### src/hdl/button_debounce_tap_hold_defines.svh
// Assertion macros used by the debouncer's slot module.
`ifndef BUTTON_DEBOUNCE_TAP_HOLD_DEFINES_SVH
`define BUTTON_DEBOUNCE_TAP_HOLD_DEFINES_SVH

`ifndef SYNTHESIS
// Checks a property on every rising clock edge outside reset.
`define BDTH_ASSERT(lbl, prop) \
  lbl: assert property (@(posedge clk_i) disable iff (!rst_ni) prop) \
    else $error("assertion failed");
// Checks that a condition implies a consequence in the same cycle.
`define BDTH_ASSERT_IMPL(lbl, ante, cons) \
  `BDTH_ASSERT(lbl, (ante) |-> (cons))
`else
`define BDTH_ASSERT(lbl, prop)
`define BDTH_ASSERT_IMPL(lbl, ante, cons)
`endif

`endif

### src/hdl/bdth_pkg.sv
// Types and constants of the two-button tap/hold debouncer.
package bdth_pkg;

  localparam int unsigned TimeW = 32;
  localparam int unsigned MsW = 16;
  localparam int unsigned CfgAddrW = 3;
  localparam int unsigned CfgDataW = 16;

  // Configuration register indexes.
  localparam logic [CfgAddrW-1:0] CfgDebounce = 3'd0;
  localparam logic [CfgAddrW-1:0] CfgLongPress = 3'd1;
  localparam logic [CfgAddrW-1:0] CfgEnableA = 3'd2;
  localparam logic [CfgAddrW-1:0] CfgEnableB = 3'd3;
  localparam logic [CfgAddrW-1:0] CfgHoldEnable = 3'd4;

  // Reset values of the configuration registers.
  localparam logic [MsW-1:0] DebounceReset = 16'd30;
  localparam logic [MsW-1:0] LongPressReset = 16'd2000;
  localparam logic EnableAReset = 1'b1;
  localparam logic EnableBReset = 1'b0;
  localparam logic HoldEnableReset = 1'b1;

  typedef struct packed {
    logic [TimeW-1:0] now_ms;
    logic             down_a;
    logic             down_b;
  } item_t;

  typedef struct packed {
    logic pressed_a;
    logic pressed_b;
    logic any_pressed;
    logic tap_a;
    logic tap_b;
    logic hold_a;
    logic hold_b;
  } result_t;

  typedef struct packed {
    logic [MsW-1:0] settle_ms;
    logic [MsW-1:0] hold_time_ms;
    logic           enable_a;
    logic           enable_b;
    logic           hold_enable;
  } cfg_t;

  // Per-button outcome of one poll tick.
  typedef struct packed {
    logic pressed;
    logic tap;
    logic hold;
  } slot_res_t;

endpackage

### src/hdl/bdth_cfg.sv
// Configuration register file of the debouncer.
module bdth_cfg
  import bdth_pkg::*;
(
  input  logic                clk_i,
  input  logic                rst_ni,
  input  logic                cfg_we_i,
  input  logic [CfgAddrW-1:0] cfg_addr_i,
  input  logic [CfgDataW-1:0] cfg_wdata_i,
  output cfg_t                cfg_o
);

  cfg_t cfg_d, cfg_q;

  always_comb begin
    cfg_d = cfg_q;
    if (cfg_we_i) begin
      case (cfg_addr_i)
        CfgDebounce:   cfg_d.settle_ms = cfg_wdata_i[MsW-1:0];
        CfgLongPress:  cfg_d.hold_time_ms = cfg_wdata_i[MsW-1:0];
        CfgEnableA:    cfg_d.enable_a = cfg_wdata_i[0];
        CfgEnableB:    cfg_d.enable_b = cfg_wdata_i[0];
        CfgHoldEnable: cfg_d.hold_enable = cfg_wdata_i[0];
        default:       cfg_d = cfg_q;
      endcase
    end
  end

  always_ff @(posedge clk_i or negedge rst_ni) begin
    if (!rst_ni) begin
      cfg_q.settle_ms <= DebounceReset;
      cfg_q.hold_time_ms <= LongPressReset;
      cfg_q.enable_a <= EnableAReset;
      cfg_q.enable_b <= EnableBReset;
      cfg_q.hold_enable <= HoldEnableReset;
    end else begin
      cfg_q <= cfg_d;
    end
  end

  assign cfg_o = cfg_q;

endmodule

### src/hdl/bdth_slot.sv
// Debounce and tap/hold classification state of one button.
`include "button_debounce_tap_hold_defines.svh"

module bdth_slot
  import bdth_pkg::*;
(
  input  logic             clk_i,
  input  logic             rst_ni,
  input  logic             step_i,
  input  logic [TimeW-1:0] now_i,
  input  logic             down_i,
  input  logic [MsW-1:0]   settle_ms_i,
  input  logic [MsW-1:0]   hold_time_ms_i,
  input  logic             hold_enable_i,
  output slot_res_t        res_o
);

  logic             raw_q, stable_q, hold_done_q;
  logic [TimeW-1:0] change_time_q, press_time_q;

  logic             raw_change, debounce_ok, press_acc, release_acc;
  logic             stable_next, hold_done_base, hold_fire;
  logic [TimeW-1:0] since_change, since_press;

  assign raw_change   = down_i != raw_q;
  assign since_change = now_i - change_time_q;
  assign debounce_ok  = !raw_change && (down_i != stable_q) &&
                        (since_change >= {{(TimeW-MsW){1'b0}}, settle_ms_i});
  assign press_acc    = debounce_ok && down_i;
  assign release_acc  = debounce_ok && !down_i;
  assign stable_next  = debounce_ok ? down_i : stable_q;

  // A press accepted on this tick starts its hold time at zero.
  assign hold_done_base = press_acc ? 1'b0 : hold_done_q;
  assign since_press    = press_acc ? '0 : (now_i - press_time_q);
  assign hold_fire      = hold_enable_i && stable_next && !hold_done_base &&
                          (since_press >= {{(TimeW-MsW){1'b0}}, hold_time_ms_i});

  always_ff @(posedge clk_i or negedge rst_ni) begin
    if (!rst_ni) begin
      raw_q <= 1'b0;
      stable_q <= 1'b0;
      hold_done_q <= 1'b0;
      change_time_q <= '0;
      press_time_q <= '0;
    end else if (step_i) begin
      if (raw_change) begin
        raw_q <= down_i;
        change_time_q <= now_i;
      end
      if (press_acc) begin
        press_time_q <= now_i;
      end
      stable_q <= stable_next;
      hold_done_q <= hold_done_base || hold_fire;
    end
  end

  always_comb begin
    res_o.pressed = step_i ? stable_next : stable_q;
    res_o.tap = step_i && release_acc && !hold_done_q;
    res_o.hold = step_i && hold_fire;
  end

  `BDTH_ASSERT_IMPL(tap_hold_exclusive_a, res_o.tap, !res_o.hold)
  `BDTH_ASSERT(hold_marks_done_a, res_o.hold |=> hold_done_q)
  `BDTH_ASSERT(idle_keeps_state_a, !step_i |=> $stable(stable_q) && $stable(raw_q))
  `BDTH_ASSERT(tap_only_on_release_a, res_o.tap |=> !stable_q)

endmodule

### src/hdl/button_debounce_tap_hold.sv
// Two-button debouncer with tap and hold pulses, one poll tick per transaction.
// A tick is held in the input register, then its result in the output register.
// Throughput: one tick per cycle unless the output stalls; each is a compare-and-update pass of each enabled button.
// Reset: asynchronous, active low; clears all button state, loads configuration defaults
// (debounce 30 ms, long press 2000 ms, primary enabled, secondary disabled, hold on).
module button_debounce_tap_hold
  import bdth_pkg::*;
(
  input  logic                clk_i,
  input  logic                rst_ni,
  input  logic                in_valid_i,
  output logic                in_ready_o,
  input  item_t               in_item_i,
  output logic                out_valid_o,
  input  logic                out_ready_i,
  output result_t             out_result_o,
  input  logic                cfg_we_i,
  input  logic [CfgAddrW-1:0] cfg_addr_i,
  input  logic [CfgDataW-1:0] cfg_wdata_i
);

  cfg_t      cfg;
  item_t     item_q;
  result_t   result_d, result_q;
  slot_res_t res_a, res_b;
  logic      item_valid_q, out_valid_q, advance;

  bdth_cfg u_cfg (
    .clk_i       (clk_i),
    .rst_ni      (rst_ni),
    .cfg_we_i    (cfg_we_i),
    .cfg_addr_i  (cfg_addr_i),
    .cfg_wdata_i (cfg_wdata_i),
    .cfg_o       (cfg)
  );

  // The input stage moves on whenever the result register is free or being emptied.
  assign advance    = item_valid_q && (!out_valid_q || out_ready_i);
  assign in_ready_o = !item_valid_q || advance;

  always_ff @(posedge clk_i or negedge rst_ni) begin
    if (!rst_ni) begin
      item_valid_q <= 1'b0;
      out_valid_q <= 1'b0;
    end else begin
      if (in_ready_o) begin
        item_valid_q <= in_valid_i;
      end
      if (advance) begin
        out_valid_q <= 1'b1;
      end else if (out_ready_i) begin
        out_valid_q <= 1'b0;
      end
    end
  end

  always_ff @(posedge clk_i) begin
    if (in_ready_o && in_valid_i) begin
      item_q <= in_item_i;
    end
    if (advance) begin
      result_q <= result_d;
    end
  end

  bdth_slot u_slot_a (
    .clk_i           (clk_i),
    .rst_ni          (rst_ni),
    .step_i          (advance && cfg.enable_a),
    .now_i           (item_q.now_ms),
    .down_i          (item_q.down_a),
    .settle_ms_i     (cfg.settle_ms),
    .hold_time_ms_i  (cfg.hold_time_ms),
    .hold_enable_i   (cfg.hold_enable),
    .res_o           (res_a)
  );

  bdth_slot u_slot_b (
    .clk_i           (clk_i),
    .rst_ni          (rst_ni),
    .step_i          (advance && cfg.enable_b),
    .now_i           (item_q.now_ms),
    .down_i          (item_q.down_b),
    .settle_ms_i     (cfg.settle_ms),
    .hold_time_ms_i  (cfg.hold_time_ms),
    .hold_enable_i   (cfg.hold_enable),
    .res_o           (res_b)
  );

  always_comb begin
    result_d.pressed_a = res_a.pressed;
    result_d.pressed_b = res_b.pressed;
    result_d.any_pressed = res_a.pressed || res_b.pressed;
    result_d.tap_a = res_a.tap;
    result_d.tap_b = res_b.tap;
    result_d.hold_a = res_a.hold;
    result_d.hold_b = res_b.hold;
  end

  assign out_valid_o  = out_valid_q;
  assign out_result_o = result_q;

endmodule

### config.mk
export PLATFORM = sky130hd
export DESIGN_NAME = button_debounce_tap_hold
export DESIGN_NICKNAME = d
export VERILOG_FILES = /design/src/hdl/bdth_pkg.sv /design/src/hdl/bdth_cfg.sv /design/src/hdl/bdth_slot.sv /design/src/hdl/button_debounce_tap_hold.sv
export VERILOG_INCLUDE_DIRS = /design/src /design/src/hdl
export SDC_FILE = /design/constraint.sdc
export NUM_CORES = 1
export LEC_CHECK = 0
export ABC_AREA = 0
export CAP_MARGIN = 20
export CORE_MARGIN = 2
export CORE_UTILIZATION = 35
export DETAILED_ROUTE_END_ITERATION = 6
export DONT_BUFFER_PORTS = 1
export PLACE_DENSITY = 0.55
export SETUP_SLACK_MARGIN = 0.4
export SYNTH_ARGS = -nofsm -noshare
export SYNTH_HDL_FRONTEND = slang
export SYNTH_SLANG_ARGS = --single-unit
### constraint.sdc
create_clock -name clk_i -period 7.4 [get_ports clk_i]
set_clock_uncertainty 0.2 [all_clocks]
set_input_delay 0.74 -clock clk_i [delete_from_list [all_inputs] [get_ports clk_i]]
set_output_delay 0.74 -clock clk_i [all_outputs]
set_load 0.02 [all_outputs]
=== Yosys cells after proc, flatten, opt, wreduce, memory -nomap -nowiden ===
Index checks and enable logic that the tools add are counted.

* Add/subtract/negate cells: 4
* Order comparisons: 4
* Equal/unequal tests: 8
* Multiplexer cells: 10
* Reductions and logical operators: 50

{| class="wikitable"
|+ Operator list
! cell !! count
|-
| >= comparator 32 x 16 -> 1 bit || 4
|-
| subtractor 32 bit || 4
|-
| two-way mux 32 bit || 2
|-
| logical AND 1 bit || 24
|-
| AND reduction 2 bit || 9
|-
| logical NOT 1 bit || 10
|-
| two-way mux 1 bit || 8
|-
| equality test 3 x 2 -> 1 bit (second input constant) || 2
|-
| logical OR 1 bit || 5
|-
| inequality test 1 bit || 4
|-
| equality test 3 x 1 -> 1 bit (second input constant) || 1
|-
| equality test 3 bit (second input constant) || 1
|-
| logical NOT 3 bit || 1
|-
| nonzero test 2 bit || 1
|}

* Register bits: 212
* Input bits: 58
* Output and inout bits: 9
* Logic and storage cells: 103

=== Depth between registers and ports, before layout ===
Gate-level depths: netlist (run 1).

* Depth in word-level cells: 10
* Mapped depth: 35

=== Hierarchy ===
From an unflattened synthesis (run 1), not the netlist that was laid out.

* Cell total of the unflattened synthesis: 1948
* Area, all modules: 18016.0 um2

{| class="wikitable"
|+ By module, submodules not included
! module !! times used !! cells each !! area an instance (um2)
|-
| bdth_slot (u_slot_b) || 1 || 926 || 7721.2
|-
| bdth_slot (u_slot_a) || 1 || 892 || 7561.0
|-
| bdth_cfg || 1 || 78 || 1380.1
|-
| button_debounce_tap_hold || 1 || 52 || 1353.8
|}

=== Worst setup path after synthesis (run 1) ===
No wires, ideal clock.

* Path type: register -> register
* Start point: register item_q[3] in the netlist's numbering
* End point: register u_slot_a.hold_done_q
* Arrival time: 6982 ps
* Required time: 7076 ps
* Setup slack: 94 ps
* Stages on the path, launching flop included: 32
* Buffers on the path: 1
* Cell sequence: edfxtp_1 > inv_1 > fa_1 > nor2b_1 > o2111ai_1 > a2111o_1 > nand3_1 > xor2_1 > ha_1 > a21oi_1 > nand2_1 > a2111oi_0 > o221ai_1 > or4_1 > a2111oi_2 > nand4b_1 > nor4_2 > and4bb_2 > clkbuf_1 > or2_2 > ha_1 > nand2b_1 > a21o_1 > a21oi_1 > o21ai_0 > a2111o_1 > a21oi_1 > nand4_1 > nor4_1 > o2111a_1 > a211oi_1 > o21bai_1

* Longest elaborated chain between the ends: 9

{| class="wikitable"
|+ Ends and longest elaborated chain
! element !! RTL line !! source
|-
| start: declaration || button_debounce_tap_hold.sv:23 || <nowiki>item_t item_q;</nowiki>
|-
| start signal: assignment || button_debounce_tap_hold.sv:59 || <nowiki>item_q <= in_item_i;</nowiki>
|-
| branches (longest 8 deep; another with subtractor 32 bit) || - ||
|-
| logical OR 1 bit * || bdth_slot.sv:55 || <nowiki>hold_done_q <= hold_done_base || hold_fire;</nowiki>
|-
| end signal: assignment || bdth_slot.sv:55 ||
|-
| end: declaration || bdth_slot.sv:18 || <nowiki>logic raw_q, stable_q, hold_done_q;</nowiki>
|}

Mark *: on every way between the ends.
A chain may end at the register's enable or synchronous reset.

=== Final worst setup path (run 1) ===
* Start point: register item_q[2] in the netlist's numbering
* End point: register u_slot_a.hold_done_q

The elaborated chain is that of the path after synthesis.

==> results_dict.tcl, run 1 <==
set metrics [dict create \
    status "completed" \
    synth_top_area_share_pct 22.99 \
    wire_per_inst_um 19.12 \
    die_area_um2 51250 \
    hold_viol_final 0 \
    port_buffers 0 \
    clk_pin_slew_worst_paths_ns 0.06 \
    first_pass_iters 5 \
    synthTopCellsByCount "188 x ha_1, 186 x inv_1, 159 x dfrtp_1, 159 x nand2_1, 139 x a21oi_1" \
    drc 0 \
    rows 81 \
    crit_path_max_incr_delay_ns 0.56 \
    synth_area_leaders "dfrtp_1 23%, ha_1 14%, edfxtp_1 7.1%" \
    dr_total_vias 14520 \
    grt_usage_pct 20.01 \
    max_freq_mhz 137.9 \
    grt_max_degree 172 \
    die_h_um 226.4 \
    area_growth_pct 15.61 \
    synth_enable_flop_cells 41 \
    gr-total-overflow 0 \
    p_leak_nw 8.785 \
    seq_area_frac_synth_pct 31.92 \
    crit_slowest_cell "or4_4" \
    synthCells 1914 \
    numCtsBuffers 29 \
    cts_tree "yes" \
    drv_cap 0 \
    end_kind "register" \
    fin_nets 2250 \
    worstSetupPathType "register to register" \
    p_seq_share_pct 22.4 \
    slew_viol_final 0 \
    ys_types 77 \
    ys_seq_elements 212 \
    cp_max_fo 3 \
    powerDensity_nw_per_um2 373.6 \
    post-route-min-period_ns 7.251 \
    synth_area_um2 17310 \
    worst_pin_slew_ns 1.151 \
    core_area_um2 48850 \
    combPwrFrac_pct 59.7 \
    grt_pass1_vias 13820 \
    synth-main-ff-cell "dfrtp_1" \
    clock_latency_ns 0.57 \
    globalplace.congestion 0.9381 \
    grt_pass1_wl_um 79590 \
    slew-limit-headroom_pct 23.27 \
    start_util_pct 35.43 \
    grt_setup_unrepaired "true" \
    p_switching_w 0.003204 \
    ios 67 \
    synthArstFlopShare_pct 80.66 \
    stdcell_count 2689 \
    period_share_pct 97.99 \
    crit_required_ns 7.63 \
    dp.cells 2614 \
    dp_hpwl_um 40240 \
    pre_cts_ws_ns -0.3012 \
    drt-initial-drc-count 1116 \
    via_per_inst 5.399 \
    min_path_type "primary input to register" \
    clock_path_buffers 3 \
    yosysMostFrequentCell "ha_1" \
    antenna_found_initial 3 \
    yosysWarnings 0 \
    p_clk_share_pct 18.0 \
    drive_gt1_share_pct 18.64 \
    root_buffer "clkbuf_16" \
    tns_ns 0 \
    ff_latch_area_um2 5525 \
    fp.dieW_um 226.4 \
    timing.final.ws_setup_ns 0.1486 \
    n_fill_cell 4917 \
    setup_violations 0 \
    syn_avg_cell_area_um2 9.043 \
    cp_data_arrival_time_ns 7.48 \
    final_util_pct 40.96 \
    drt-total-wl_um 51430 \
    antenna_left 0 \
    h-tree-depth 1 \
    switching_share_pct 42.86 \
    power.internal_w 0.004272 \
    synth_top_cell_by_area "dfrtp_1" \
    ir_drop_mv 0.2208 \
    multi_input_area_um2 11120 \
    holdPathStages 0 \
    finalHoldWorstSlack_ns 0.06365 \
    start_kind "register" \
    reg2reg_depth 32 \
    syn_nets 2164 \
    cts_sinks 212 \
]
## registers in the layout, summed over array words and instances (netlist names)
signal and count:
u_slot_a.press_time_q 32, item_q 34, u_slot_a.stable_q 1, u_slot_b.hold_done_q 1
u_slot_a.hold_done_q 1, u_slot_b.change_time_q 32, item_valid_q 1, u_slot_b.stable_q 1
u_slot_a.change_time_q 32, out_valid_o 1, u_cfg.cfg_o 35, out_result_o 7
u_slot_b.press_time_q 32, u_slot_a.raw_q 1, u_slot_b.raw_q 1
## power by group through the flow
stage	registers (W)	clock network [W]	logic (W)
CTS	0.00167	0.00138	0.00427
finish	0.00167	0.00134	0.00446
global placement	0.00168	0	0.00409
global route	0.00171	0.00143	0.00498
floorplan	0.00164	0	0.00303
detailed placement	0.00169	0	0.00413
## kinds of logic (layout without fill, tap and decap cells)
kind of cell             Yosys count  in the layout  synth area share, %
AO/OA/AOI/OAI                    519            519                19.58
XOR/XNOR                          84             84                4.250
adder cells (fa/ha/maj)          192            192                14.05
buffers and inverters            248            356                5.631
flip-flops                       212            212                31.92
multiplexers                     145            145                9.939
other                              0              3                    0
AND/OR/NAND/NOR                  514            514                14.63
## cells in the final DEF (no fill, tap or decap), types with 22 or more instances in the layout
master	instances
nand2_1	158
a21o_1	66
o211ai_1	24
dfrtp_1	159
nand3_1	29
mux2_2	103
edfxtp_1	41
xor2_1	32
mux2_4	28
inv_1	184
nand2b_1	22
nor2_1	115
xnor2_1	52
o21ai_0	104
nand4_1	35
clkbuf_16	30
ha_1	184
buf_4	113
nor3_1	33
a21oi_1	132
## worst max-delay path: cells and delay by family, from the launching register on
kind            cells  cell delay, ns
simple gates       11            2.34
flops               1            0.36
compound gates     14            2.80
buf+inv             2            0.23
xor+xnor            1            0.14
fa+ha+maj           4            1.09
## stage by stage
step	area, µm²	power, W
2_1_floorplan	17350	0.004677
3_3_place_gp	18650	0.005768
3_5_place_dp	18650	0.005822
4_1_cts	19760	0.007325
5_1_grt	20010	0.008126
6_report	20010	0.007477
## area by class of cell
cell class,count,share of cell area (%)
Timing Repair Buffer,117,4.558
Tap cell,664,4.152
Clock inverter,15,0.5127
Clock buffer,38,4.052
Inverter,186,3.489
Antenna cell,3,0.03752
Sequential cell,212,27.61
Multi-Input combinational cell,1454,55.59
## per-layer routing
layer  up-vias  track usage, %  wire, µm
li1       7121               -         -
met1      6987           27.85     24380
met2       346           32.58     23260
met3        65           2.462      2386
met4         0           5.603      1393
met5         -               0         0
## timing repair
item / in CTS / in global routing
buffers inserted: 7 / 9
resized for setup: 24 / 34
endpoints found under the setup margin: 4 / 4
pin swaps: 28 / 44
endpoints found under the hold margin: 171 / 4
hold buffers: 1 / 1
## worst paths after layout
check | start | to | slack, ns
worst max register to register | item_q[2] | u_slot_a.hold_done_q | 0.15
worst min-delay path | in_item_i[0] | item_q[0] | 0.06
worst max-delay path | item_q[2] | u_slot_a.hold_done_q | 0.15
worst min register to register | u_slot_a.change_time_q[22] | u_slot_a.change_time_q[22] | 0.30
max in group asynchronous | rst_ni | u_cfg.cfg_o[16] | 5.45
min in group asynchronous | rst_ni | u_slot_a.change_time_q[16] | 0.55
Power figures use the tool's default switching activity.
==> run 2: changes to the inputs <==
==> constraint.sdc (replaced) <==
create_clock -name clk_i -period 7.4 [get_ports clk_i]
set_clock_uncertainty 0.2 [all_clocks]
set_input_delay 0.37 -clock clk_i [delete_from_list [all_inputs] [get_ports clk_i]]
set_output_delay 0.37 -clock clk_i [all_outputs]
set_load 0.02 [all_outputs]
==> run 2 against run 1 <==
Effect of this change: the run now ends with hold timing left; worst hold slack got worse by 0.11 ns; wire length increased by 1.4%; die area unchanged; sequential cell count unchanged; largest power group unchanged; first-iteration DRC count increased by 0.72%; clock power about the same; register-to-register slack about the same; critical path depth decreased by 1; final area increased by 3.1%.
==> results_dict.tcl, run 2 (same netlist as run 1, synthesis figures left out) <==
set metrics [dict create \
    r2r_end "u_slot_a.hold_done_q" \
    powerDensity_nw_per_um2 364.3 \
    die_h_um 226.4 \
    cts_sinks 212 \
    clk_pin_slew_worst_paths_ns 0.06 \
    dr_total_vias 14850 \
    worstSetupPathType "register to register" \
    crit_path_max_incr_delay_ns 0.56 \
    gr-total-overflow 0 \
    tns_ns 0 \
    crit_buf_inv 1 \
    drive_gt1_share_pct 18.07 \
    grt_util_met1_pct 28.20 \
    die_area_um2 51250 \
    grt_pass1_vias 14210 \
    ios 67 \
    rows 81 \
    h-tree-depth 1 \
    grt_usage_pct 20.30 \
    p_clk_share_pct 17.9 \
    fp.dieW_um 226.4 \
    grt_use_met3_pct 2.022 \
    crit_required_ns 7.63 \
    cp_data_arrival_time_ns 7.48 \
    drc 0 \
    dp_hpwl_um 40240 \
    p_leak_nw 9.045 \
    max_freq_mhz 137.9 \
    drt-initial-drc-count 1124 \
    power_w 0.007517 \
    stdcell_count 2751 \
    drt-total-wl_um 52150 \
    start_kind "register" \
    grt_setup_unrepaired "true" \
    status "complete, but fails checks" \
    grt_pass1_wl_um 81240 \
    largest_reg_flops 35 \
    worst_pin_slew_ns 1.137 \
    cts_tree "yes" \
    end_kind "register" \
    port_buffers 0 \
    grt_max_degree 172 \
    antenna_left 0 \
    antenna_found_initial 3 \
    hold_start "cfg_addr_i[0]" \
    wire_per_inst_um 18.96 \
    r2r_setup_slack_ns 0.15 \
    p_seq_share_pct 22.2 \
    crit_path_end "u_slot_a.hold_done_q" \
    root_buffer "clkbuf_16" \
    cp_top_family "compound AO/OA/AOI/OAI gates" \
    switching_share_pct 42.90 \
    start_util_pct 35.43 \
    combPwrFrac_pct 59.9 \
    reg2reg_from "u_slot_a.change_time_q[0]" \
    crit_start "u_slot_a.change_time_q[0]" \
    reg2reg_depth 31 \
    period_share_pct 97.96 \
    min_path_type "primary input to register" \
    finalHoldWorstSlack_ns -0.04336 \
    fin_nets 2314 \
    numCtsBuffers 29 \
    slew-limit-headroom_pct 24.18 \
    cp_max_fo 3 \
    busiest_layer "met2" \
    first_pass_iters 5 \
    crit_slowest_cell "or4_4" \
    drv_cap 0 \
    clock_latency_ns 0.57 \
    violations "hold timing" \
    setup_violations 0 \
    met2_usage_pct 33.12 \
    final_util_pct 42.24 \
    p_switching_w 0.003225 \
    crit_cells 31 \
    core_area_um2 48850 \
    area_growth_pct 19.22 \
    hold_viol_final 2 \
    slew_viol_final 0 \
    final_cell_mix "184 x inv_1, 184 x ha_1, 159 x dfrtp_1" \
    post-route-min-period_ns 7.249 \
    via_per_inst 5.397 \
    globalplace.congestion 0.9381 \
    ir_drop_mv 0.2200 \
    power.internal_w 0.004292 \
    dp.cells 2614 \
    clock_path_buffers 3 \
]
## run 2: cell count changes in the layout (fill, tap and decap cells not counted)
cell	before	now
and3_1	16	17
and3_4	1	0
buf_4	113	114
diode_2	3	1
dlygate4sd3_1	1	64
or2_2	6	7
or2_4	2	1
## run 2: layout make-up
cell class	instances	area [µm²]
Sequential cell	212	5525
Tap cell	664	830.8
Antenna cell	1	2.502
Clock inverter	15	102.6
Multi-Input combinational cell	1454	11120
Clock buffer	38	810.8
Inverter	186	698.2
Fill cell	4874	28210
Timing Repair Buffer	181	1550
## run 2: power by group through the flow
stage                     clock [W]  sequential [W]  combinational (W)
final                       0.00135         0.00167            0.00450
after global routing        0.00144         0.00171            0.00501
after CTS                   0.00138         0.00167            0.00431
after detailed placement          0         0.00169            0.00413
after global placement            0         0.00168            0.00409
after floorplan                   0         0.00164            0.00303
## run 2: timing repair
item                                   4_1_cts  5_1_grt
cloned                                       0        0
endpoints found under the hold margin      242        0
pin swaps                                   28       44
resized for setup                           24       32
hold buffers                                65        0
setup endpoints to repair                    4        4
buffers inserted                             7       10
## run 2: metrics by stage
step                setup slack, ns  instance area [µm²]
floorplan                    0.4075                17350
global placement            -0.1896                18650
global route                -0.3163                20640
finish                       0.1506                20640
detailed placement          -0.3012                18650
CTS                          0.1071                20400
## run 2: worst min path at each step
| stage | slack (ns) | to | depth (start not counted) |
|---|---|---|---|
| floorplan | -0.13 | item_valid_q | 0 |
| detailed placement | -0.11 | u_slot_a.change_time_q[19] | 0 |
| CTS | 0.07 | u_cfg.cfg_o[13] | 4 |
| global placement | -0.11 | u_slot_a.change_time_q[21] | 0 |
| global route | 0.004 | u_cfg.cfg_o[15] | 4 |
| finish | -0.04 | u_cfg.cfg_o[15] | 3 |
## run 2: per-layer routing
metal,share of wire (%),wire length [µm]
met4,3.5,1814
met2,45,23450
met1,47,24650
met5,0.052,27
met3,4.2,2215
## run 2: tightest hold or removal path, stage by stage
cell,delay (ns)
nand2_1,0.06
nor2_2,0.10
o21ai_0,0.14
==> run 3: changes to the inputs <==
CTS_BUF_LIST = sky130_fd_sc_hd__clkbuf_16   (was unset)
SETUP_SLACK_MARGIN = unset   (was 0.4)
==> run 3 against run 2 <==
Effect of this change: the run now ends clean; via count rose by 3.4%; utilization rose by 1.4 points; worst setup slack got worse by 0.14 ns; worst hold slack improved by 0.066 ns; non-clock buffer count rose by 48; sequential power barely moved; clock-buffer cell count fell by 5; total power rose by 7.5%; die area did not move; global-route usage rose by 1.7 points; critical endpoint unchanged.
==> results_dict.tcl, run 3 (same netlist as run 1, synthesis figures left out) <==
set metrics [dict create \
    post-route-min-period_ns 7.387 \
    core_area_um2 48850 \
    largest_reg_flops 35 \
    grt_pass1_vias 14740 \
    p_clk_share_pct 19.5 \
    p_switching_w 0.003446 \
    n_fill_cell 4847 \
    die_area_um2 51250 \
    slew-limit-headroom_pct 33.98 \
    globalplace.congestion 0.9480 \
    multi_input_area_um2 11300 \
    gr-total-overflow 0 \
    cts_sinks 212 \
    clock_path_buffers 3 \
    root_buffer "clkbuf_16" \
    via_per_inst 5.484 \
    start_util_pct 35.43 \
    dp.cells 2648 \
    switching_share_pct 42.63 \
    end_kind "register" \
    numCtsBuffers 28 \
    crit_path_frequent_cell "buf_4" \
    cp_max_fo 7 \
    worst_pin_slew_ns 0.9880 \
    dp_hpwl_um 43300 \
    cts_tree "yes" \
    rows 81 \
    ff_latch_area_um2 5525 \
    reg2reg_from "item_q[5]" \
    p_seq_share_pct 20.8 \
    max_freq_mhz 135.4 \
    r2r_end "u_slot_a.hold_done_q" \
    top_layer "met5" \
    status "completed" \
    dr_total_vias 15350 \
    start_kind "register" \
    drv_cap 0 \
    power.internal_w 0.004638 \
    setup_violations 0 \
    final_util_pct 43.69 \
    die_h_um 226.4 \
    crit_start "item_q[5]" \
    ir_drop_mv 0.2055 \
    grt_setup_unrepaired "true" \
    power_w 0.008083 \
    clock_latency_ns 0.57 \
    grt_max_degree 172 \
    min_path_type "primary input to register" \
    worstSetupPathType "register to register" \
    grt_pass1_wl_um 86940 \
    hold_viol_final 0 \
    r2r_setup_slack_ns 0.01 \
    met1_length_um 26070 \
    crit_required_ns 7.68 \
    area_growth_pct 23.31 \
    stdcell_count 2799 \
    clk_pin_slew_worst_paths_ns 0.07 \
    crit_path_max_incr_delay_ns 0.55 \
    powerDensity_nw_per_um2 378.7 \
    combPwrFrac_pct 59.7 \
    wire_per_inst_um 20.30 \
    crit_path_end "u_slot_a.hold_done_q" \
    h-tree-depth 1 \
    first_pass_iters 5 \
    final_common_cell "inv_1" \
    fp.dieW_um 226.4 \
    ios 67 \
    tns_ns 0 \
    grt_usage_pct 22.01 \
    fin_nets 2361 \
    finalHoldWorstSlack_ns 0.02250 \
    port_buffers 0 \
    period_share_pct 99.82 \
    antenna_left 0 \
    p_leak_nw 9.359 \
    drc 0 \
    drive_gt1_share_pct 21.19 \
    slew_viol_final 0 \
    wl_met2_um 26220 \
    cp_data_arrival_time_ns 7.67 \
    drt-initial-drc-count 1208 \
    reg2reg_depth 38 \
    final_cell_mix "185 x inv_1, 175 x ha_1, 164 x buf_4" \
    drt-total-wl_um 56820 \
    crit_slowest_cell "or4_4" \
    antenna_found_initial 2 \
    met3_length_um 2918 \
]
-- run 3: cell count changes in the layout (fill, tap and decap cells not counted), moves of 3 or more --
cell	delta
bufinv_16	+4
clkbuf_16	+3
buf_4	+50
nor2_4	+4
clkbuf_1	-5
ha_4	+8
a21oi_2	+3
clkbuf_8	-3
clkinv_2	-6
ha_1	-9
dlygate4sd3_1	-3
nor2_1	-3
-- run 3: what timing repair did --
item	CTS	global route
hold endpoints to repair	242	0
cloned	0	0
gates resized for setup	25	68
setup buffers	23	12
setup endpoints to repair	4	4
pin swaps	22	67
hold buffers	62	0
-- run 3: per-stage QoR --
stage	instance area, µm²	worst slack [ns]
after floorplan	17310	0.09402
after global placement	18870	-0.2741
after detailed placement	18870	-0.4055
after CTS	20880	0.007018
after global routing	21340	-0.3139
final	21340	0.01341
-- run 3: worst min path at each step --
stage                       start                        end  slack, ns  cells past startpoint
CTS                 cfg_addr_i[1]             u_cfg.cfg_o[7]      0.003                      4
floorplan                  rst_ni               item_valid_q      -0.13                      0
finish              cfg_addr_i[1]            u_cfg.cfg_o[10]       0.02                      4
global placement           rst_ni  u_slot_a.press_time_q[19]      -0.11                      0
detailed placement         rst_ni  u_slot_a.press_time_q[19]      -0.11                      0
global route        cfg_addr_i[1]            u_cfg.cfg_o[10]       0.04                      4
-- run 3: routing by layer --
metal / up-vias / global-route usage (%)
met5: - / 0
met4: 2 / 5.518
met3: 78 / 2.436
met2: 446 / 36.46
met1: 7467 / 30.54
li1: 7357 / -
-- run 3: power groups by stage --
stage | clock, W | sequential (W) | combinational (W)
floorplan | 0 | 0.00164 | 0.00301
global placement | 0 | 0.00169 | 0.00428
detailed placement | 0 | 0.00170 | 0.00432
CTS | 0.00162 | 0.00168 | 0.00450
global route | 0.00166 | 0.00172 | 0.00531
finish | 0.00157 | 0.00168 | 0.00483
-- run 3: critical path: cells and delay by family (launching register included) --
family / cells / cell delay [ns]
buf+inv: 20 / 2.62
xor+xnor: 1 / 0.17
simple gates: 6 / 1.61
flops: 1 / 0.45
compound gates: 9 / 1.64
fa+ha+maj: 2 / 0.59
-- run 3: layout make-up --
type,instances,area share (%)
Sequential cell,212,25.89
Inverter,186,3.271
Clock buffer,33,3.869
Antenna cell,2,0.02345
Timing Repair Buffer,229,8.957
Tap cell,664,3.892
Multi-Input combinational cell,1454,52.95
Clock inverter,19,1.149
